File: src/hdl/rbrc_pkg.sv
package rbrc_pkg;

  localparam int COUNT_BITS     = 40;
  localparam int END_BITS       = 32;
  localparam int LEFT_BITS      = 32;
  localparam int CODE_BITS      = 8;
  localparam int GROUP_BITS     = 7;
  localparam int MAX_EXT_BYTES  = 5;
  localparam int EXT_IDX_BITS   = 3;
  // Longest run: 63 from the escape code plus MAX_EXT_BYTES groups of 7 bits.
  localparam int RUN_BITS       = 36;
  localparam int SYM_BITS       = 3;

  localparam int RUN_SPAN       = 63;
  localparam int FIRST_END_CODE = 252;
  localparam int ESC_END_CODE   = 255;

  localparam logic KIND_START = 1'b0;
  localparam logic KIND_BYTE  = 1'b1;

  localparam logic [SYM_BITS-1:0] SYM_A   = 3'd0;
  localparam logic [SYM_BITS-1:0] SYM_C   = 3'd1;
  localparam logic [SYM_BITS-1:0] SYM_G   = 3'd2;
  localparam logic [SYM_BITS-1:0] SYM_T   = 3'd3;
  localparam logic [SYM_BITS-1:0] SYM_END = 3'd4;

  typedef struct packed {
    logic                  kind;
    logic [COUNT_BITS-1:0] base_count_a;
    logic [COUNT_BITS-1:0] base_count_c;
    logic [COUNT_BITS-1:0] base_count_g;
    logic [COUNT_BITS-1:0] base_count_t;
    logic [END_BITS-1:0]   base_count_end;
    logic [LEFT_BITS-1:0]  symbols_left;
    logic [CODE_BITS-1:0]  code_byte;
  } in_t;

  typedef struct packed {
    logic [COUNT_BITS-1:0] rank_a;
    logic [COUNT_BITS-1:0] rank_c;
    logic [COUNT_BITS-1:0] rank_g;
    logic [COUNT_BITS-1:0] rank_t;
    logic [END_BITS-1:0]   rank_end;
  } out_t;

  // Decoded view of one code byte, both as a leading code and as an extension.
  typedef struct packed {
    logic [SYM_BITS-1:0] sym;
    logic [RUN_BITS-1:0] first_run;
    logic                escape;
    logic [RUN_BITS-1:0] ext_run;
    logic                ext_last;
  } dec_t;

endpackage

File: src/hdl/rle_bwt_rank_counter.sv
// Accepted words wait in the input register; results go to the output register.
// Throughput: one input word per cycle; the single-pass update of the counters sets it.
// The input stalls only while a result word sits in the output register and is stalled.
// Reset (rst_ni low, asynchronous): counters, remaining count and decoder phase clear,
// decoder goes idle, both word registers empty.
module rle_bwt_rank_counter
  import rbrc_pkg::*;
(
  input  logic clk_i,
  input  logic rst_ni,
  input  logic in_valid_i,
  output logic in_stall_o,
  input  in_t  in_word_i,
  output logic out_valid_o,
  input  logic out_stall_i,
  output out_t out_word_o
);

  // Input register: one word in flight ahead of the counter update.
  logic in_vq_q, in_vq_d;
  in_t  in_q;

  // Output register: holds a finished result until taken.
  logic out_vq_q, out_vq_d;
  out_t out_q;

  logic accept;
  logic go;       // the word in the input register is consumed this cycle
  logic res_valid;
  out_t res;

  // A word may be consumed whenever the output register can take a result.
  // Results are rare, but keeping the condition uniform keeps ordering trivial.
  assign go         = in_vq_q && (!out_vq_q || !out_stall_i);
  assign in_stall_o = in_vq_q && !go;
  assign accept     = in_valid_i && !in_stall_o;

  rbrc_accum u_accum (
    .clk_i       (clk_i),
    .rst_ni      (rst_ni),
    .go_i        (go),
    .word_i      (in_q),
    .res_valid_o (res_valid),
    .res_o       (res)
  );

  always_comb begin
    in_vq_d = in_vq_q;
    if (accept) begin
      in_vq_d = 1'b1;
    end else if (go) begin
      in_vq_d = 1'b0;
    end

    out_vq_d = out_vq_q;
    if (go && res_valid) begin
      out_vq_d = 1'b1;
    end else if (!out_stall_i) begin
      out_vq_d = 1'b0;
    end
  end

  always_ff @(posedge clk_i or negedge rst_ni) begin
    if (!rst_ni) begin
      in_vq_q  <= 1'b0;
      out_vq_q <= 1'b0;
    end else begin
      in_vq_q  <= in_vq_d;
      out_vq_q <= out_vq_d;
    end
  end

  // Payload registers, no reset needed.
  always_ff @(posedge clk_i) begin
    if (accept) begin
      in_q <= in_word_i;
    end
    if (go && res_valid) begin
      out_q <= res;
    end
  end

  assign out_valid_o = out_vq_q;
  assign out_word_o  = out_q;

endmodule

File: src/hdl/rbrc_decode.sv
module rbrc_decode
  import rbrc_pkg::*;
(
  input  logic [CODE_BITS-1:0]    code_i,
  input  logic [RUN_BITS-1:0]     run_acc_i,
  input  logic [EXT_IDX_BITS-1:0] ext_idx_i,
  output dec_t                    dec_o
);

  logic [CODE_BITS-1:0] rem;
  logic [RUN_BITS-1:0]  grp;

  always_comb begin
    dec_o = '0;
    rem   = '0;
    // code / 63 and code % 63 by compare against the four boundaries
    priority if (code_i >= CODE_BITS'(FIRST_END_CODE)) begin
      dec_o.sym       = SYM_END;
      dec_o.first_run = RUN_BITS'(code_i - CODE_BITS'(FIRST_END_CODE - 1));
      dec_o.escape    = (code_i == CODE_BITS'(ESC_END_CODE));
    end else begin
      priority if (code_i >= CODE_BITS'(3 * RUN_SPAN)) begin
        dec_o.sym = SYM_T;
        rem       = code_i - CODE_BITS'(3 * RUN_SPAN);
      end else if (code_i >= CODE_BITS'(2 * RUN_SPAN)) begin
        dec_o.sym = SYM_G;
        rem       = code_i - CODE_BITS'(2 * RUN_SPAN);
      end else if (code_i >= CODE_BITS'(RUN_SPAN)) begin
        dec_o.sym = SYM_C;
        rem       = code_i - CODE_BITS'(RUN_SPAN);
      end else begin
        dec_o.sym = SYM_A;
        rem       = code_i;
      end
      dec_o.first_run = RUN_BITS'(rem) + RUN_BITS'(1);
      dec_o.escape    = (rem == CODE_BITS'(RUN_SPAN - 1));
    end

    // extension byte: 7-bit group, little-endian
    grp           = RUN_BITS'(code_i[GROUP_BITS-1:0]);
    dec_o.ext_run = run_acc_i + (grp << (ext_idx_i * GROUP_BITS));
    dec_o.ext_last = !code_i[CODE_BITS-1] ||
                     (ext_idx_i >= EXT_IDX_BITS'(MAX_EXT_BYTES - 1));
  end

endmodule

File: src/hdl/rbrc_accum.sv
module rbrc_accum
  import rbrc_pkg::*;
(
  input  logic clk_i,
  input  logic rst_ni,
  input  logic go_i,
  input  in_t  word_i,
  output logic res_valid_o,
  output out_t res_o
);

  typedef enum logic [1:0] {
    PH_IDLE,
    PH_CODE,
    PH_EXT
  } phase_e;

  phase_e                  phase_q, phase_d;
  logic [COUNT_BITS-1:0]   cnt_q [4];
  logic [COUNT_BITS-1:0]   cnt_d [4];
  logic [END_BITS-1:0]     end_q, end_d;
  logic [LEFT_BITS-1:0]    left_q, left_d;
  logic [SYM_BITS-1:0]     sym_q, sym_d;
  logic [RUN_BITS-1:0]     run_q, run_d;
  logic [EXT_IDX_BITS-1:0] idx_q, idx_d;

  dec_t                    dec;
  logic                    fin;
  logic [SYM_BITS-1:0]     fin_sym;
  logic [RUN_BITS-1:0]     fin_run;
  logic [LEFT_BITS-1:0]    clip;
  logic [COUNT_BITS:0]     cnt_sum;
  logic [END_BITS:0]       end_sum;

  rbrc_decode u_decode (
    .code_i    (word_i.code_byte),
    .run_acc_i (run_q),
    .ext_idx_i (idx_q),
    .dec_o     (dec)
  );

  always_comb begin
    phase_d     = phase_q;
    cnt_d       = cnt_q;
    end_d       = end_q;
    left_d      = left_q;
    sym_d       = sym_q;
    run_d       = run_q;
    idx_d       = idx_q;
    res_valid_o = 1'b0;
    fin         = 1'b0;
    fin_sym     = sym_q;
    fin_run     = run_q;
    clip        = '0;
    cnt_sum     = '0;
    end_sum     = '0;

    if (go_i) begin
      if (word_i.kind == KIND_START) begin
        cnt_d[0] = word_i.base_count_a;
        cnt_d[1] = word_i.base_count_c;
        cnt_d[2] = word_i.base_count_g;
        cnt_d[3] = word_i.base_count_t;
        end_d    = word_i.base_count_end;
        left_d   = word_i.symbols_left;
        sym_d    = SYM_A;
        run_d    = '0;
        idx_d    = '0;
        if (word_i.symbols_left == '0) begin
          res_valid_o = 1'b1;
          phase_d     = PH_IDLE;
        end else begin
          phase_d = PH_CODE;
        end
      end else begin
        unique case (phase_q)
          PH_IDLE: begin
            // stray byte, dropped
          end
          PH_CODE: begin
            sym_d = dec.sym;
            run_d = dec.first_run;
            idx_d = '0;
            if (dec.escape) begin
              phase_d = PH_EXT;
            end else begin
              fin     = 1'b1;
              fin_sym = dec.sym;
              fin_run = dec.first_run;
            end
          end
          PH_EXT: begin
            run_d = dec.ext_run;
            idx_d = idx_q + EXT_IDX_BITS'(1);
            if (dec.ext_last) begin
              fin     = 1'b1;
              fin_run = dec.ext_run;
            end
          end
          default: phase_d = PH_IDLE;
        endcase
      end
    end

    if (fin) begin
      // clip to what is left, then saturating add
      clip = (fin_run > RUN_BITS'(left_q)) ? left_q : fin_run[LEFT_BITS-1:0];
      if (fin_sym == SYM_END) begin
        end_sum = {1'b0, end_q} + (END_BITS + 1)'(clip);
        end_d   = end_sum[END_BITS] ? '1 : end_sum[END_BITS-1:0];
      end else begin
        cnt_sum = {1'b0, cnt_q[fin_sym[1:0]]} + (COUNT_BITS + 1)'(clip);
        cnt_d[fin_sym[1:0]] = cnt_sum[COUNT_BITS] ? '1 : cnt_sum[COUNT_BITS-1:0];
      end
      left_d = left_q - clip;
      run_d  = '0;
      idx_d  = '0;
      if (left_d == '0) begin
        res_valid_o = 1'b1;
        phase_d     = PH_IDLE;
      end else begin
        phase_d = PH_CODE;
      end
    end

    res_o.rank_a   = cnt_d[0];
    res_o.rank_c   = cnt_d[1];
    res_o.rank_g   = cnt_d[2];
    res_o.rank_t   = cnt_d[3];
    res_o.rank_end = end_d;
  end

  always_ff @(posedge clk_i or negedge rst_ni) begin
    if (!rst_ni) begin
      phase_q <= PH_IDLE;
      cnt_q   <= '{default: '0};
      end_q   <= '0;
      left_q  <= '0;
      sym_q   <= '0;
      run_q   <= '0;
      idx_q   <= '0;
    end else begin
      phase_q <= phase_d;
      cnt_q   <= cnt_d;
      end_q   <= end_d;
      left_q  <= left_d;
      sym_q   <= sym_d;
      run_q   <= run_d;
      idx_q   <= idx_d;
    end
  end

endmodule

File: config.mk
export PLATFORM = sky130hd
export DESIGN_NAME = rle_bwt_rank_counter
export DESIGN_NICKNAME = d
export VERILOG_FILES = /design/src/hdl/rbrc_pkg.sv /design/src/hdl/rle_bwt_rank_counter.sv /design/src/hdl/rbrc_decode.sv /design/src/hdl/rbrc_accum.sv
export SDC_FILE = /design/constraint.sdc
export NUM_CORES = 1
export LEC_CHECK = 0
export BUFFER_PORTS_ARGS = -buffer_cell sky130_fd_sc_hd__buf_4
export CAP_MARGIN = 20
export CELL_PAD_IN_SITES_DETAIL_PLACEMENT = 0
export CELL_PAD_IN_SITES_GLOBAL_PLACEMENT = 1
export CORE_MARGIN = 2
export CORE_UTILIZATION = 42
export DETAILED_ROUTE_END_ITERATION = 12
export GPL_TIMING_DRIVEN = 0
export HOLD_SLACK_MARGIN = 0.15
export PLACE_DENSITY = 0.77
export RECOVER_POWER = 100
export SYNTH_ARGS = -nofsm -noshare
export SYNTH_HDL_FRONTEND = slang
export SYNTH_SLANG_ARGS = --single-unit
File: constraint.sdc
create_clock -name clk_i -period 17.56 [get_ports clk_i]
set_input_delay 3.512 -clock clk_i [delete_from_list [all_inputs] [get_ports clk_i]]
set_output_delay 3.512 -clock clk_i [all_outputs]
set_load 0.02 [all_outputs]
### Word level (Yosys, flattened, before mapping)

Index checks and enable logic that the tools add are counted.

* order comparisons: 8
* $mul: 1
* shift operators: 1
* bitwise gates (word level): 1
* reduce and logical (&&, ||, !) cells: 22
* add/sub/neg operators: 10
* multiplexer cells: 68
* eq/ne operators: 11

Operator list (number)
* $mux 160: 4
* $mux 32: 9
* $mux 36: 7
* $mux 40: 5
* $bwmux 160: 1
* $pmux 36 s2: 2
* $bmux 40 s2: 1
* $demux 40 s2: 1
* $logic_not 32->1: 2
* $add 40x32->41: 1
* $add 36x36->36: 1
* $gt 36x32->1: 1
* $shl 7x6->36: 1
* $add 32x32->33: 1
* $mux 8: 4
* $sub 32x32->32: 1
* $mux 3: 9
* $ge 8x8->1 const B: 2
* $mux 1: 16
* $mux 2: 6
* $add 8x1->9 const B: 1
* $sub 8x8->9 const B: 1
* $eq 8x6->1 const B: 1
* $eq 8x8->1 const B: 1
* 28 further kinds: 43

* register bits: 695
* input bits: 237

### Longest topological paths before layout

Gate-level depths: netlist of the first run.

* depth in word-level cells: 20
* depth in mapped cells: 49
* depth with buffers taken out: 43

### By module

From an unflattened synthesis of the first run, not the netlist that was laid out.

* cells, all modules: 3543
* area total of the unflattened synthesis: 37303.3 um2

By module, submodules not included
* rbrc_accum: times used 1, cells an instance 2621, area each 21201.6 um2, sequential area each 6706.4 um2
* rle_bwt_rank_counter: times used 1, cells an instance 436, area each 12861.1 um2, sequential area each 12812.3 um2
* rbrc_decode: times used 1, cells an instance 486, area each 3240.6 um2, sequential area each 0.0 um2

### Worst setup path before layout of the first run

No wires, ideal clock.

* kind: in2reg
* start point: input port out_stall_i
* end point: register out_q, in the netlist out_word_o[0], enable pin
* arrival time: 19570 ps
* library setup time: 809 ps
* path slack: -2819 ps
* cell stages on the path: 37
* cell sequence: nand2_1 > and2_1 > nand3_1 > nor2_1 > and2_1 > clkbuf_1 > clkbuf_1 > a22o_1 > ha_1 > a21o_1 > a21oi_1 > nor2b_1 > o21ai_0 > a21oi_1 > or3_1 > a21oi_1 > a2bb2oi_1 > o21ai_1 > clkbuf_1 > clkbuf_1 > o21ai_0 > ha_1 > inv_1 > fa_1 > a21o_1 > a21oi_1 > o21ai_0 > o211ai_1 > a211oi_1 > a211oi_1 > o21bai_1 > a21oi_1 > xor2_1 > nand2_1 > or3_1 > or4_1 > a21oi_1

* longest elaborated chain between the ends: 11

Ends and longest elaborated chain
* start, declared: RTL line rle_bwt_rank_counter.sv:15 `input logic out_stall_i,`
* $logic_not 1->1 *
* $logic_or 1x1->1 *: RTL line rle_bwt_rank_counter.sv:34 `assign go = in_vq_q && (!out_vq_q || !out_stall_i);`
* $logic_and 1x1->1 *: RTL line rle_bwt_rank_counter.sv:34
* $mux 36: RTL line rbrc_accum.sv:58 `if (go_i) begin`
* $gt 36x32->1: RTL line rbrc_accum.sv:107 `clip = (fin_run > RUN_BITS'(left_q)) ? left_q : fin_run[LEFT_BITS-1:0];`
* $mux 32: RTL line rbrc_accum.sv:107
* $sub 32x32->32: RTL line rbrc_accum.sv:115 `left_d = left_q - clip;`
* $logic_not 32->1: RTL line rbrc_accum.sv:118 `if (left_d == '0) begin`
* $mux 1: RTL line rbrc_accum.sv:118
* $mux 1: RTL line rbrc_accum.sv:105 `if (fin) begin`
* $logic_and 1x1->1 *: RTL line rle_bwt_rank_counter.sv:78 `if (go && res_valid) begin`
* end signal, assigned: RTL line rle_bwt_rank_counter.sv:79 `out_q <= res;`
* end, declared: RTL line rle_bwt_rank_counter.sv:25 `out_t out_q;`

Mark *: on every way between the ends. The rest lies on a longest branch, timed or not.
A chain may end at the register's enable or synchronous reset.

### Final worst setup path of the first run

* start point: input port out_stall_i
* end point: register out_q, in the netlist out_word_o[142], enable pin

Same word-level chain as after synthesis.

==> results of run 1 <==
==> metal layers <==
layer	share of wire	up-vias	routed length, microns	track usage
met2	0.46	1382	61300	0.473
met1	0.40	14600	54200	0.397
met5	0.00028	-	38	0
met3	0.086	301	11500	0.0645
met4	0.053	8	7160	0.144
li1	-	13700	-	-
==> placed cells by master, fill, tap and decap left out, types with 10 or more instances in the layout <==
cell,Yosys,layout
clkbuf_8,0,10
a21o_1,69,69
buf_2,23,19
nand3_1,45,45
a32oi_1,33,33
xnor2_1,83,83
o21bai_1,27,27
mux2i_1,39,39
bufinv_16,0,11
o21ai_0,130,207
xor2_1,42,42
clkbuf_1,144,423
o21a_1,51,51
o211ai_1,12,12
nor3_1,45,45
a21oi_1,199,199
or3_1,11,11
a22o_1,62,62
a31oi_1,79,79
ha_1,174,174
nor2b_1,58,58
edfxtp_1,425,425
and2_1,49,44
nand2_1,725,725
clkbuf_4,0,189
nor2_1,179,180
nand4_1,28,28
clkbuf_16,0,81
inv_1,104,104
and3_1,26,26
nor4_1,11,11
o31ai_1,16,16
a211oi_1,100,100
nand2b_1,31,31
dfrtp_1,270,270
==> state kept, by name, summed over array words and instances, names as in the netlist <==
name and flops:
in_q 233, out_word_o 192, u_accum.cnt_q 160, u_accum.run_q 36
u_accum.end_q 32, u_accum.left_q 32, u_accum.idx_q 3, u_accum.sym_q 3
u_accum.phase_q 2, in_vq_q 1, out_valid_o 1
==> cells by family (layout without fill, tap and decap cells) <==
group / count (synthesis) / count (layout)
muxes: 46 / 46
AOI/OAI and AO/OA: 928 / 928
buffers and inverters: 283 / 876
and+or+nand+nor: 1234 / 1234
adders and majority gates: 178 / 178
other: 0 / 1
DFF: 695 / 695
xor gates and xnor gates: 125 / 125
==> power breakdown <==
part	switching, uW	internal, uW
sequential	127	1950
clock	721	1060
combinational	1270	642
total	2120	3650
==> through the flow <==
| stage | cells | setup slack, ps | power [uW] | cell area (sq um) | utilization |
|---|---|---|---|---|---|
| finish | 5227 | 2120 | 5770 | 42700 | 0.502 |
| global route | 5227 | 1420 | 6050 | 42700 | 0.502 |
| floorplan | 3489 | 1510 | 3350 | 36000 | - |
| CTS | 5226 | 3640 | 5780 | 43800 | 0.515 |
| global placement | 5063 | -4420 | 3980 | 40600 | 0.478 |
| detailed placement | 5078 | 3010 | 3990 | 41000 | 0.482 |
==> Yosys cell counts (all sizes together), types with 5 or more instances <==
| cell type | number | area [sq um] |
|---|---|---|
| nand2 | 725 | 2720 |
| edfxtp | 425 | 12800 |
| dfrtp | 270 | 6760 |
| o21ai | 209 | 1050 |
| a21oi | 199 | 996 |
| nor2 | 180 | 683 |
| ha | 174 | 2180 |
| clkbuf | 144 | 541 |
| inv | 104 | 390 |
| a211oi | 100 | 751 |
| xnor2 | 83 | 727 |
| a31oi | 79 | 494 |
| a21o | 69 | 518 |
| a22o | 62 | 543 |
| nor2b | 58 | 363 |
| o21a | 52 | 392 |
| and2 | 50 | 313 |
| nor3 | 46 | 235 |
| nand3 | 45 | 225 |
| xor2 | 42 | 368 |
| mux2i | 40 | 413 |
| buf | 35 | 186 |
| a32oi | 33 | 289 |
| nand2b | 31 | 194 |
| nand4 | 29 | 188 |
| o21bai | 27 | 203 |
| and3 | 26 | 163 |
| o31ai | 16 | 120 |
| o211ai | 12 | 90.1 |
| nor4 | 11 | 68.8 |
| or3 | 11 | 68.8 |
| a22oi | 9 | 67.6 |
| a41oi | 9 | 78.8 |
| a221o | 7 | 70.1 |
| a211o | 6 | 52.6 |
| and4 | 5 | 43.8 |
| or2 | 5 | 31.3 |
==> layout make-up <==
type,count,area [sq um],share of cell area
clock buffer,113,2250,0.0527
buffer,179,703,0.0165
multi-input combinational,2511,15300,0.359
inverter,104,390,0.00915
sequential,695,19500,0.458
tap,1144,1430,0.0336
clock inverter,35,552,0.0129
antenna,1,2.50,0.0000587
timing repair buffer,445,2500,0.0587
==> critical path, delay by kind of cell <==
family / cells / cell delay, ps
AO/OA/AOI/OAI: 18 / 5010
AND/OR/NAND/NOR: 10 / 2530
XOR/XNOR: 1 / 210
buffers and inverters: 9 / 3490
adder cells (fa/ha/maj): 3 / 990
==> worst max path at each step <==
stage / start / end / slack (ps) / cells after the start
detailed placement: out_stall_i / out_word_o[135]$_DFFE_PP_ / 3010 / 42
global placement: out_stall_i / out_word_o[135]$_DFFE_PP_ / -4420 / 38
finish: out_stall_i / out_word_o[142]$_DFFE_PP_ / 2120 / 41
CTS: out_stall_i / out_word_o[55]$_DFFE_PP_ / 3640 / 42
floorplan: out_stall_i / out_word_o[0]$_DFFE_PP_ / 1510 / 37
global route: out_stall_i / out_word_o[142]$_DFFE_PP_ / 1420 / 40
==> run_results.csv, run 1 <==
group,metric,value,unit
status,outcome,"finished, violations left",
status,failed_checks,"capacitance limit, slew limit",
drt,routed_wire_length_per_instance,25.7,microns
critical_path,path_common_cell,"a21oi_1",
min_path,hp-start,"u_accum.phase_q[1]$_DFFE_PN0P_",
floorplan,std_cell_rows,107,
power_and_ir_drop,power.density_cell_area,135,nW/um^2
layout,area_growth_syn_to_layout,18.7,%
power_and_ir_drop,vdd.ir_drop.worst,0.0820,mV
clock_tree,cts_tree,"done",
drt,routed_wl,134,mm
drt,drtAntennaViolNets,0,
sta,slew_headroom,-2.18,
critical_path,path_class,"primary input to flip-flop",
drt,initialDrtViolationCount,3031,
drt,route.detailed.vias_per_inst,5.74,
drt,vias,30000,
clock_tree,postCtsSetupRepairBufs,0,
yosys,synth_top_family_by_area,"compound AO/OA/AOI/OAI gates",
yosys,post_synth_adder_cell_area,0.0628,
critical_path,rrSetupSlack,2530,ps
global_routing,grt_antenna_before_repair,7,
critical_path,critical_path_required,17910,ps
critical_path,critical_path_capture_point_type,"flip-flop",
yosys,postSynthNetCount,3904,
min_path,hold_class,"flip-flop to flip-flop",
placement,dp_hpwl,102,mm
clock_tree,holdBufCountCts,0,
global_routing,grt_pass1_wl,193,mm
layout,drive_above_1_share,0.0872,
critical_path,critical_path_peak_fanout,25,
yosys,ys_dominant_reg_cell,"edfxtp_1",
clock_tree,cts_resized,0,
clock_tree,cts_bufs_inserted,79,
floorplan,floorplan.io_pins,431,
placement,portBuffers,430,
clock_tree,path_clk_slew,70,ps
sta,final_period_minus_worst_setup_slack,15440,ps
min_path,min_delay_worst_endpoint,"u_accum.phase_q[1]$_DFFE_PN0P_",
sta,finalSetupTns,0,ps
clock_tree,cts.sinks,695,
yosys,mapped_cell_area,35900,sq um
sta,timing.final.max_slew_violations,528,
sta,clock_skew,49.3,ps
sta,unrepaired_setup_endpoints_after_global_routing,"false",
global_routing,grt_overflow_total,0,
drt,dr.pass1.iters,7,
yosys,synth_enable_flop_cells,425,
critical_path,cp_slowest_stage_delay,1190,ps
critical_path,rr_startpoint,"in_q[0]$_DFFE_PP_",
yosys,synthesis.yosys.warnings,0,
placement,place.gp.congestion,0.975,
drt,drt_drc_violations_left,0,
sta,timing_worst_slew_pin_value,4770,ps
critical_path,rr_worst_depth,49,
floorplan,die_area,88000,sq um
yosys,synth_area_per_cell,10.3,sq um
yosys,synth_mux_area_frac,0.0141,
global_routing,first_global_vias,29100,
critical_path,critical_path.slowest_cell,"clkbuf_1",
floorplan,placeableCoreArea,85000,sq um
sta,setup_violations,0,
yosys,synthCells,3489,
yosys,ys_types,78,
global_routing,grt_use_total,0.301,
clock_tree,ctsLongestPathBuffers,3,
flow_run,max-cap-violations,9,
yosys,synthSimpleGateAreaFrac,0.150,
clock_tree,clk_latency,670,ps
floorplan,start_util,0.423,
sta,post-route-period-util,0.879,
yosys,synthArstFlopShare,0.388,
critical_path,critical_path.reg2reg.endpoint,"out_word_o[142]$_DFFE_PP_",
sta,fmaxAchievable,0.0648,GHz
clock_tree,root_buffer,"clkbuf_16",
power_and_ir_drop,total_leakage_power,0.0176,uW
global_routing,grt_max_degree,82,
yosys,xor_and_xnor_area_share_after_synthesis,0.0305,
critical_path,worst_ep_arrival_time,15790,ps
critical_path,crit_path_start_kind,"primary input",
yosys,yosysSeqAreaShare,0.543,
yosys,synth.ff_latch_count,695,
floorplan,die_x,297,microns
layout,final_nets,4430,
sta,hold_viol_final,0,
yosys,synth_compound_area_frac,0.169,
floorplan,die_height,297,microns
min_path,hold_depth,2,
clock_tree,htree_levels,3,
sta,worst_hold_slack,520,ps
layout,layout.filler_cells,7966,
No activity file was read; power rests on OpenSTA's default activity.
==> run 2, diff against run 1 <==
--- a/config.mk
+++ b/config.mk
@@ -10,11 +10,11 @@
 export CELL_PAD_IN_SITES_DETAIL_PLACEMENT = 0
 export CELL_PAD_IN_SITES_GLOBAL_PLACEMENT = 1
 export CORE_MARGIN = 2
-export CORE_UTILIZATION = 42
+export CORE_UTILIZATION = 50
 export DETAILED_ROUTE_END_ITERATION = 12
 export GPL_TIMING_DRIVEN = 0
 export HOLD_SLACK_MARGIN = 0.15
-export PLACE_DENSITY = 0.77
+export PLACE_DENSITY = 0.86
 export RECOVER_POWER = 100
 export SYNTH_ARGS = -nofsm -noshare
 export SYNTH_HDL_FRONTEND = slang
==> constraint.sdc (replaced) <==
create_clock -name clk_i -period 18.73 [get_ports clk_i]
set_input_delay 3.746 -clock clk_i [delete_from_list [all_inputs] [get_ports clk_i]]
set_output_delay 3.746 -clock clk_i [all_outputs]
set_load 0.02 [all_outputs]
==> run 2 against run 1 <==
  * The run still ends with capacitance limit, slew limit left
  * Core utilization rose by 9.1 points
  * First-iteration DRC count grew 8.2%
  * Critical path depth up 1
  * Via count up 1.3%
  * Combinational power is 7% lower
  * Worst hold slack improved by 4.5 ps
  * Clock-buffer cell count down 19
  * Setup slack gained 1000 ps
  * Sequential share of layout area grew 0.37 points
  * Total power down 7.7%
  * Largest cell class unchanged
  * Highest routed layer unchanged
==> run_results.csv, run 2 (synthesis gave the netlist of run 1 again) <==
group,metric,value,unit
critical_path,crit_end,"out_word_o[53]$_DFFE_PP_",
layout,drive_above_1_share,0.0905,
power_and_ir_drop,power.switching,1980,uW
clock_tree,postCtsSetupRepairBufs,0,
sta,final_period_minus_worst_setup_slack,15610,ps
flow_run,max-cap-violations,8,
critical_path,critical_path_capture_point_type,"flip-flop",
critical_path,rr_startpoint,"in_q[0]$_DFFE_PP_",
clock_tree,cts_resized,0,
sta,slew_headroom,-2.89,
critical_path,critical_path.reg2reg.endpoint,"out_word_o[53]$_DFFE_PP_",
layout,final_nets,4427,
sta,timing_worst_slew_pin_value,5840,ps
drt,routed_wl,130,mm
status,failed_checks,"capacitance limit, slew limit",
power_and_ir_drop,cellInternalPower,3350,uW
power_and_ir_drop,clkPwrFrac,0.299,
floorplan,placeableCoreArea,71400,sq um
min_path,hold_class,"flip-flop to flip-flop",
clock_tree,cts.sinks,695,
layout,stdcell_count,5030,
sta,unrepaired_setup_endpoints_after_global_routing,"false",
global_routing,grt_overflow_total,0,
global_routing,grt_use_total,0.344,
global_routing,grt_pass1_wl,187,mm
power_and_ir_drop,pwr-share-seq,0.365,
placement,dp_hpwl,97.7,mm
power_and_ir_drop,total_leakage_power,0.0175,uW
sta,post-route-period-util,0.834,
floorplan,die_x,272,microns
placement,place.detailed.instances,4883,
sta,hold_viol_final,0,
floorplan,floorplan.io_pins,431,
drt,vias,30400,
clock_tree,clk_latency,660,ps
drt,routed_wire_length_per_instance,25.7,microns
sta,timing.final.max_slew_violations,466,
layout,layout.cells.most_common,"nand2_1",
sta,clock_skew,56.3,ps
critical_path,cp_slowest_stage_delay,1260,ps
critical_path,rr_worst_depth,50,
clock_tree,cts_bufs_inserted,77,
critical_path,critical_path_peak_fanout,26,
sta,final_worst_slack,3120,ps
critical_path,critical_path.slowest_cell,"clkbuf_1",
global_routing,first_global_vias,29200,
floorplan,die_height,272,microns
clock_tree,htree_levels,3,
clock_tree,root_buffer,"clkbuf_16",
sta,worst_hold_slack,525,ps
clock_tree,path_clk_slew,60,ps
layout,layout.cells.most_common_list,"725 x nand2_1, 425 x edfxtp_1, 401 x clkbuf_1",
placement,portBuffers,430,
placement,place.gp.congestion,1.02,
power_and_ir_drop,vdd.ir_drop.worst,0.0809,mV
layout,largest-register,"in_q",
layout,area_growth_syn_to_layout,17.7,%
power_and_ir_drop,switching_share,0.372,
critical_path,path_common_cell,"a21oi_1",
layout,largest_reg_flops,233,
clock_tree,ctsLongestPathBuffers,3,
critical_path,crit_path_start_kind,"primary input",
critical_path,rrSetupSlack,3690,ps
critical_path,worst_ep_arrival_time,15970,ps
critical_path,crit_start,"out_stall_i",
floorplan,die_area,74100,sq um
clock_tree,cts_tree,"done",
drt,drt_drc_violations_left,0,
floorplan,start_util,0.504,
power_and_ir_drop,combPwrFrac,0.336,
global_routing,grt_antenna_before_repair,9,
drt,dr.pass1.iters,6,
floorplan,std_cell_rows,98,
drt,route.detailed.vias_per_inst,6.03,
power_and_ir_drop,power.density_cell_area,126,nW/um^2
sta,fmaxAchievable,0.0641,GHz
sta,setup_violations,0,
clock_tree,holdBufCountCts,0,
critical_path,critical_path_required,19090,ps
drt,drtAntennaViolNets,0,
power_and_ir_drop,post-layout-total-power,5330,uW
status,outcome,"finished, violations left",
global_routing,grt_max_degree,100,
critical_path,path_class,"primary input to flip-flop",
drt,initialDrtViolationCount,3280,
placement,preCtsSetupSlack,4280,ps
## run 2: layer usage
layer	GRT usage	share of wire	vias to the layer above
li1	-	-	13700
met4	0.167	0.055	8
met1	0.448	0.39	14700
met2	0.544	0.46	1597
met5	0	0.00037	-
met3	0.0794	0.096	346
## run 2: stage by stage
stage          instance area (sq um)   util  setup TNS [ps]
6_report                       42300  0.593               0
5_1_grt                        42300  0.593               0
4_1_cts                        43400  0.608               0
3_5_place_dp                   40700  0.571               0
3_3_place_gp                   40400  0.566         -575470
2_1_floorplan                  36000      -               0
## run 2: how the worst min path moves through the flow
stage                                   startpoint                        endpoint  slack (ps)  depth (start not counted)
finish               u_accum.run_q[33]$_DFFE_PN0P_   u_accum.run_q[33]$_DFFE_PN0P_         520                          2
global route         u_accum.run_q[32]$_DFFE_PN0P_   u_accum.run_q[32]$_DFFE_PN0P_         550                          1
CTS                 u_accum.phase_q[1]$_DFFE_PN0P_  u_accum.phase_q[1]$_DFFE_PN0P_         530                          2
detailed placement  u_accum.phase_q[1]$_DFFE_PN0P_  u_accum.phase_q[1]$_DFFE_PN0P_         520                          2
global placement    u_accum.phase_q[1]$_DFFE_PN0P_  u_accum.phase_q[1]$_DFFE_PN0P_         500                          2
floorplan            u_accum.run_q[33]$_DFFE_PN0P_   u_accum.run_q[33]$_DFFE_PN0P_         470                          2
## run 2: area by class of cell
class,instances,area [sq um]
inverters,104,390
flip-flops and latches,695,19500
multi-input cells,2511,15300
clock inverters,49,597
clock buffers,94,2050
fillers,6304,29000
well taps,950,1190
diodes,4,10.0
plain buffers,179,703
repair buffers,444,2550
## run 2: power groups by stage
stage	Combinational, uW	Clock [uW]	Sequential (uW)
after floorplan	1220	0	1920
after global placement	1740	0	1970
after detailed placement	1760	0	1960
after CTS	1770	1600	1940
after global routing	1940	1660	1960
final	1790	1590	1950
## run 2: worst max-delay path, delay by kind of cell
family                   cells  cell delay [ps]
AO/OA/AOI/OAI               18             4770
buffers and inverters       10             3690
AND/OR/NAND/NOR             10             2510
adder cells (fa/ha/maj)      3              970
XOR/XNOR                     1              210
